<file path="config.mk">
export PLATFORM = sky130hd
export DESIGN_NAME = i2c_temp_sensor_poller_core
export DESIGN_NICKNAME = d
export VERILOG_FILES = /design/src/hdl/itsp_pkg.sv /design/src/hdl/i2c_temp_sensor_poller_core.sv /design/src/hdl/itsp_step.sv
export SDC_FILE = /design/constraint.sdc
export NUM_CORES = 1
export LEC_CHECK = 0
export BUFFER_PORTS_ARGS = -buffer_cell sky130_fd_sc_hd__buf_2
export CAP_MARGIN = 20
export CELL_PAD_IN_SITES_DETAIL_PLACEMENT = 0
export CELL_PAD_IN_SITES_GLOBAL_PLACEMENT = 1
export CORE_MARGIN = 8
export CORE_UTILIZATION = 34
export DETAILED_ROUTE_END_ITERATION = 6
export PLACE_DENSITY_LB_ADDON = 0.1
export SYNTH_ARGS = -nofsm -noshare
export SYNTH_HDL_FRONTEND = slang
export SYNTH_SLANG_ARGS = --single-unit
</file>
<file path="constraint.sdc">
create_clock -name clk -period 7 [get_ports clk]
set_input_delay 0 -clock clk [delete_from_list [all_inputs] [get_ports clk]]
set_output_delay 0 -clock clk [all_outputs]
set_load 0.01 [all_outputs]
</file>
<file path="src/hdl/itsp_pkg.sv">
// Shared types and constants for the temperature-sensor poller.
// Holds the phase encoding, bus command and status codes, and the result beat.
// No dependencies.
package itsp_pkg;

  // One-hot sequencing phases of a sensor read.
  typedef enum logic [8:0] {
    PH_IDLE       = 9'b000000001,
    PH_START_DONE = 9'b000000010,
    PH_ADDRW_DONE = 9'b000000100,
    PH_PTR_DONE   = 9'b000001000,
    PH_RSTRT_DONE = 9'b000010000,
    PH_ADDRR_DONE = 9'b000100000,
    PH_HIGH_DONE  = 9'b001000000,
    PH_LOW_DONE   = 9'b010000000,
    PH_ERROR      = 9'b100000000
  } itsp_phase_t;

  // Bus commands issued to the I2C master.
  localparam logic [2:0] CMD_NONE  = 3'd0;
  localparam logic [2:0] CMD_START = 3'd1;
  localparam logic [2:0] CMD_SEND  = 3'd2;
  localparam logic [2:0] CMD_READ  = 3'd3;
  localparam logic [2:0] CMD_STOP  = 3'd4;

  // Status codes reported by the master; only the upper five bits count.
  localparam logic [7:0] ST_MASK     = 8'hF8;
  localparam logic [7:0] ST_START    = 8'h08;
  localparam logic [7:0] ST_RESTART  = 8'h10;
  localparam logic [7:0] ST_ADDR_W   = 8'h18;
  localparam logic [7:0] ST_DATA_ACK = 8'h28;
  localparam logic [7:0] ST_ADDR_R   = 8'h40;
  localparam logic [7:0] ST_DATA_NAK = 8'h58;

  // Pointer register selected before reading the temperature.
  localparam logic [7:0] TEMP_POINTER = 8'h00;

  // Largest in-range code; a sum reaching it saturates and is flagged invalid.
  localparam logic [7:0] TEMP_SAT = 8'd255;

  // Configuration register indexes.
  localparam logic CFG_DEVICE_ADDRESS = 1'b0;
  localparam logic CFG_TEMP_OFFSET    = 1'b1;

  // One result beat.
  typedef struct packed {
    logic [2:0] bus_command;
    logic [7:0] tx_byte;
    logic [7:0] temp_code;
    logic       temp_valid;
    logic       bus_error;
  } itsp_result_t;

endpackage

</file>
<file path="src/hdl/i2c_temp_sensor_poller_core.sv">
// Top level of the temperature-sensor poller.
// Holds the phase and configuration registers and the output register.
// Depends on itsp_pkg and itsp_step.

// Each input beat reports the completion of the previous I2C bus operation
// (masked status and received byte); the block answers with exactly one result
// beat naming the next operation, in the order start, address+write, pointer
// byte, repeated start, address+read, read high, read low, stop. A status other
// than the one expected for the phase reports bus_error, issues no operation,
// and the next beat issues a stop. The step that completes the low read carries
// the offset temperature in half degrees, clamped to 0..255, with temp_valid
// low when it saturates at 255. The block takes one beat per clock cycle and
// each result appears in the cycle after its input beat, held in a single output
// register; the input stalls only while that register is full and the output
// side stalls. Configuration writes take effect on the next beat and are
// meant to be done while the block is idle.
module i2c_temp_sensor_poller_core import itsp_pkg::*; (
  input  logic       clk,
  input  logic       rst_n,

  input  logic       in_valid,
  output logic       in_stall,
  input  logic [7:0] in_bus_status,
  input  logic [7:0] in_rx_byte,

  output logic       out_valid,
  input  logic       out_stall,
  output logic [2:0] out_bus_command,
  output logic [7:0] out_tx_byte,
  output logic [7:0] out_temp_code,
  output logic       out_temp_valid,
  output logic       out_bus_error,

  input  logic       cfg_we,
  input  logic       cfg_index,
  input  logic [7:0] cfg_wdata
);

  itsp_phase_t  phase_r;
  itsp_phase_t  phase_nxt;
  logic [7:0]   high_byte_r;
  logic [7:0]   high_byte_nxt;
  logic [6:0]   device_address_r;
  logic [7:0]   temp_offset_r;
  itsp_result_t result_nxt;
  itsp_result_t result_r;
  logic         out_valid_r;
  logic         in_accept;

  // The output register can take a new beat whenever it is empty or drains
  // in this same cycle.
  assign in_stall  = out_valid_r && out_stall;
  assign in_accept = in_valid && !in_stall;

  itsp_step u_step (
    .phase          (phase_r),
    .high_byte      (high_byte_r),
    .bus_status     (in_bus_status),
    .rx_byte        (in_rx_byte),
    .device_address (device_address_r),
    .temp_offset    (temp_offset_r),
    .phase_nxt      (phase_nxt),
    .high_byte_nxt  (high_byte_nxt),
    .result         (result_nxt)
  );

  // Configuration registers.
  always_ff @(posedge clk) begin
    if (!rst_n) begin
      device_address_r <= 7'd72;
      temp_offset_r    <= 8'd64;
    end else if (cfg_we) begin
      unique case (cfg_index)
        CFG_DEVICE_ADDRESS: device_address_r <= cfg_wdata[6:0];
        CFG_TEMP_OFFSET:    temp_offset_r    <= cfg_wdata;
        default:            temp_offset_r    <= temp_offset_r;
      endcase
    end
  end

  // Sequencer state advances once per accepted beat.
  always_ff @(posedge clk) begin
    if (!rst_n) begin
      phase_r     <= PH_IDLE;
      high_byte_r <= 8'd0;
    end else if (in_accept) begin
      phase_r     <= phase_nxt;
      high_byte_r <= high_byte_nxt;
    end
  end

  always_ff @(posedge clk) begin
    if (!rst_n) begin
      out_valid_r <= 1'b0;
    end else if (in_accept) begin
      out_valid_r <= 1'b1;
    end else if (!out_stall) begin
      out_valid_r <= 1'b0;
    end
  end

  always_ff @(posedge clk) begin
    if (in_accept) begin
      result_r <= result_nxt;
    end
  end

  assign out_valid       = out_valid_r;
  assign out_bus_command = result_r.bus_command;
  assign out_tx_byte     = result_r.tx_byte;
  assign out_temp_code   = result_r.temp_code;
  assign out_temp_valid  = result_r.temp_valid;
  assign out_bus_error   = result_r.bus_error;

endmodule

</file>
<file path="src/hdl/itsp_step.sv">
// Combinational next-step logic of the temperature-sensor poller.
// Checks the completed operation's status, picks the next bus command and
// converts the reading. Depends on itsp_pkg.
module itsp_step import itsp_pkg::*; (
  input  itsp_phase_t  phase,
  input  logic [7:0]   high_byte,
  input  logic [7:0]   bus_status,
  input  logic [7:0]   rx_byte,
  input  logic [6:0]   device_address,
  input  logic [7:0]   temp_offset,
  output itsp_phase_t  phase_nxt,
  output logic [7:0]   high_byte_nxt,
  output itsp_result_t result
);

  logic [7:0]        addr_w;
  logic [7:0]        addr_r;
  logic [7:0]        expect_st;
  logic              check;
  logic [2:0]        cmd;
  logic [7:0]        tx;
  itsp_phase_t       seq_nxt;
  logic signed [9:0] sum;
  logic [7:0]        code;
  logic              valid;

  assign addr_w = {device_address, 1'b0};
  assign addr_r = {device_address, 1'b1};

  // The reading is bits 15..7 of the two bytes: a 9-bit two's complement value
  // in half degrees. The offset is unsigned.
  assign sum = $signed({high_byte[7], high_byte, rx_byte[7]}) +
               $signed({2'b00, temp_offset});

  always_comb begin
    if (sum < 0) begin
      code  = 8'd0;
      valid = 1'b1;
    end else if (sum >= $signed({2'b00, TEMP_SAT})) begin
      code  = TEMP_SAT;
      valid = 1'b0;
    end else begin
      code  = sum[7:0];
      valid = 1'b1;
    end
  end

  always_comb begin
    expect_st     = 8'd0;
    check         = 1'b1;
    cmd           = CMD_STOP;
    tx            = 8'd0;
    seq_nxt       = PH_IDLE;
    high_byte_nxt = high_byte;
    unique case (phase)
      PH_IDLE: begin
        check   = 1'b0;
        cmd     = CMD_START;
        seq_nxt = PH_START_DONE;
      end
      PH_START_DONE: begin
        expect_st = ST_START;
        cmd       = CMD_SEND;
        tx        = addr_w;
        seq_nxt   = PH_ADDRW_DONE;
      end
      PH_ADDRW_DONE: begin
        expect_st = ST_ADDR_W;
        cmd       = CMD_SEND;
        tx        = TEMP_POINTER;
        seq_nxt   = PH_PTR_DONE;
      end
      PH_PTR_DONE: begin
        expect_st = ST_DATA_ACK;
        cmd       = CMD_START;
        seq_nxt   = PH_RSTRT_DONE;
      end
      PH_RSTRT_DONE: begin
        expect_st = ST_RESTART;
        cmd       = CMD_SEND;
        tx        = addr_r;
        seq_nxt   = PH_ADDRR_DONE;
      end
      PH_ADDRR_DONE: begin
        expect_st = ST_ADDR_R;
        cmd       = CMD_READ;
        seq_nxt   = PH_HIGH_DONE;
      end
      PH_HIGH_DONE: begin
        // The high byte is kept even if the status turns out wrong.
        high_byte_nxt = rx_byte;
        expect_st     = ST_DATA_NAK;
        cmd           = CMD_READ;
        seq_nxt       = PH_LOW_DONE;
      end
      PH_LOW_DONE: begin
        check = 1'b0;
      end
      default: begin
        // Error phase and any stray encoding: stop and return to idle.
        check = 1'b0;
      end
    endcase
  end

  always_comb begin
    result = '0;
    if (check && ((bus_status & ST_MASK) != expect_st)) begin
      result.bus_command = CMD_NONE;
      result.bus_error   = 1'b1;
      phase_nxt          = PH_ERROR;
    end else begin
      result.bus_command = cmd;
      result.tx_byte     = tx;
      phase_nxt          = seq_nxt;
      if (phase == PH_LOW_DONE) begin
        result.temp_code  = code;
        result.temp_valid = valid;
      end
    end
  end

endmodule
</file>
==> metrics.yaml <==
status:
  status: "completed"
placed_design:
  placed_cells_incl_taps: 426
  place_congestion: 0.782
  numPortBuffers: 49
  place_hpwl_mm: 4.78
  postPlaceCellArea_sq_mm: 0.00301
  dpl_worst_slack_ns: 4.04
setup_path:
  cp_slowest_cell: "nand4_1"
  worst-path-buf-inv: 1
  r2r-start: "out_valid"
  r2r_cells: 5
  cpLargestDelayFamily: "simple AND/OR/NAND/NOR gates"
  cp_max_fo: 26
  path_cells: "nand2_1, nand2_1, inv_1, nand4_1, o41ai_1"
  cp.required_ns: 7.19
  endpoint_kind: "register"
  worstPathArrival_ns: 3.08
  worstSetupPathType: "reg -> reg"
  ff2ff_setup_slack_ns: 4.10
  path_common_cell: "nand2_1"
  r2r-end: "phase_r[7]"
  critPathLaunchType: "register"
  slowest_delay_ns: 0.84
sta:
  period_share_pct: 41.4
  grt_setup_unrepaired: "no"
  final.setup.tns_ns: 0
  setup_violations: 0
  finalMaxSlewViolations: 0
  fin_skew_ns: 0.00797
  fmax_mhz: 345
  tightest_slew_ns: 0.975
  fin_ws_ns: 4.10
  finalCriticalPeriod_ns: 2.90
  slew_headroom_pct: 34.9
  hold_viol: 0
synth:
  synthDistinctLibCells: 50
  seq_area_frac_synth_pct: 47.7
  syn_area_sq_mm: 0.00271
  syn_area_per_cell_sq_um: 9.33
  synth-seq-cells: 54
  synth_flop_cell: "dfxtp_1"
  synth_cells: 290
  synth_edf_count: 21
  synthesis.nets: 329
  postSynth.asyncResetShare_pct: 0
  yosys_warnings: 0
pwr:
  ir_worst_vdd_uv: 77.5
  p_seq_share_pct: 58.7
  p_int_w: 0.000441
  comb_power_share_pct: 12.1
  switching_share_pct: 25.0
  pwr_density_cell_mw_per_mm2: 179
  pwr-share-clk_pct: 29.1
  power_leakage_nw: 1.39
  switching_power_w: 0.000147
finish:
  final_cell_mix: "buf_2, nand2_1, dfxtp_1"
  final_area_sq_mm: 0.00329
  finalNonFillerCells: 454
  final-seq-area_sq_mm: 0.00129
  multiInputGateArea_sq_mm: 0.00131
  drive_gt1_share_pct: 18.5
  num-nets-final: 390
  layout_commonest_cell: "buf_2"
  num-fill-cells: 785
  antenna_cells: 0
  area_growth_pct: 21.6
drt:
  via_per_inst: 4.96
  route.met3.wl_um: 276
  initialDrtViolationCount: 145
  routed.top_layer: "met4"
  routed_wl_mm: 6.43
  wl_per_cell_um: 14.2
  wl_met1_mm: 3.05
  drtPass1Iterations: 4
  via_count: 2250
  final_antenna_net_count: 0
  wl_met2_mm: 2.98
  route.detailed.drc: 0
grt:
  grt_pass1_vias: 2278
  antenna_found_initial: 0
  grt_pass1_wl_mm: 10.9
  grt_start_max_net_pins: 27
  grt_overflow_total: 0
  grt.total_usage_pct: 11.9
floorplan:
  dieArea_sq_mm: 0.0111
  die_width_um: 105
  fp-row-count: 32
  io_pins: 53
  initial_core_util_pct: 35.0
  core_sq_mm: 0.00773
  die_h_um: 105
worst_hold_path:
  hold_class: "in -> reg"
  whs_path_depth: 4
  hold_start: "out_stall"
  min_to: "out_valid"
clocking:
  path_clk_slew_ns: 0.09
  cts_tree: "done"
  numCtsBuffers: 5
  clockRootBuffer: "clkbuf_8"
  cts.repair.resized: 0
  cts_max_level: 2
  clk_path_buf_depth: 2
  clock_latency_ns: 0.30
  clkSinkCount: 54
run:
  max-cap-violations: 0
==> state kept, by name, summed over array words and instances (netlist names) <==
name and count:
out_valid 1, device_address_r 7, out_temp_valid 1, phase_r 9, out_temp_code 8, high_byte_r 8, out_bus_command 3, out_bus_error 1
temp_offset_r 8, out_tx_byte 8
==> cells by family after synthesis <==
group | Yosys count | share of synthesized area (%)
fa+ha+maj | 9 | 4.44
compound gates | 59 | 13.6
flops | 54 | 47.7
simple gates | 122 | 23.0
mux | 8 | 2.96
buf+inv | 25 | 4.07
xor+xnor | 13 | 4.21
==> per-layer routing <==
metal  GRT usage (%)  vias to the layer above
li1                -                     1153
met1            14.1                     1038
met2            20.1                       49
met3            3.17                       10
met4            4.18                        0
met5               0                        -
==> timing repair <==
item                                   in CTS  in global routing
setup buffers                               0                  0
hold buffers                               20                  0
endpoints found under the hold margin      25                  0
==> worst register-to-register path, cell delays in order (launching register included) <==
cell     delay [ns]
dfxtp_1        0.32
nand2_1        0.07
nand2_1        0.24
inv_1          0.81
nand4_1        0.84
o41ai_1        0.50
==> per-stage QoR <==
stage / utilization [%] / total power (W) / hold slack, ns
after global placement: 38.9 / 0.000416 / 0.225
after CTS: 42.6 / 0.000596 / 0.00499
after global routing: 42.6 / 0.000619 / 0.0340
final: 42.6 / 0.000587 / 0.0136
after detailed placement: 38.9 / 0.000415 / 0.230
after floorplan: - / 0.000392 / 0.124
==> cells in the mapped netlist, types with 7 or more instances <==
cell type   n  area (sq um)
nor3_1      7          35.0
dfxtp_1    33           661
inv_1      10          37.5
nand3_1    20           100
edfxtp_1   21           631
nor2_1     21          78.8
ha_1        8           100
clkbuf_1   12          45.0
and2_1      8          50.1
nand2_1    38           143
xor2_1     10          87.6
a21oi_1    28           140
mux2i_1     8          80.1
==> worst max-delay path by stage <==
stage / from / to / slack, ns / cells past startpoint
4_1_cts: out_valid / phase_r[7] / 4.01 / 5
2_1_floorplan: temp_offset_r[0] / out_temp_valid / 4.58 / 8
3_5_place_dp: out_valid / phase_r[7] / 4.04 / 5
6_report: out_valid / phase_r[7] / 4.10 / 5
5_1_grt: out_valid / phase_r[7] / 3.73 / 5
3_3_place_gp: out_valid / phase_r[7] / 4.07 / 5
==> power by group through the flow <==
stage                     Clock [W]  Sequential [W]  Combinational, W
final                      0.000171        0.000345         0.0000712
after global routing       0.000192        0.000347         0.0000801
after CTS                  0.000179        0.000345         0.0000718
after detailed placement          0        0.000353         0.0000629
after global placement            0        0.000352         0.0000633
after floorplan                   0        0.000354         0.0000382
==> final cells by class <==
class                           count  share of cell area [%]
Tap cell                          102                    3.88
Multi-Input combinational cell    211                    39.7
Inverter                           10                    1.14
Clock buffer                        7                    2.32
Timing Repair Buffer               69                    13.5
Clock inverter                      1                   0.228
Sequential cell                    54                    39.2
Note: power is estimated with default switching activity, not from simulation.
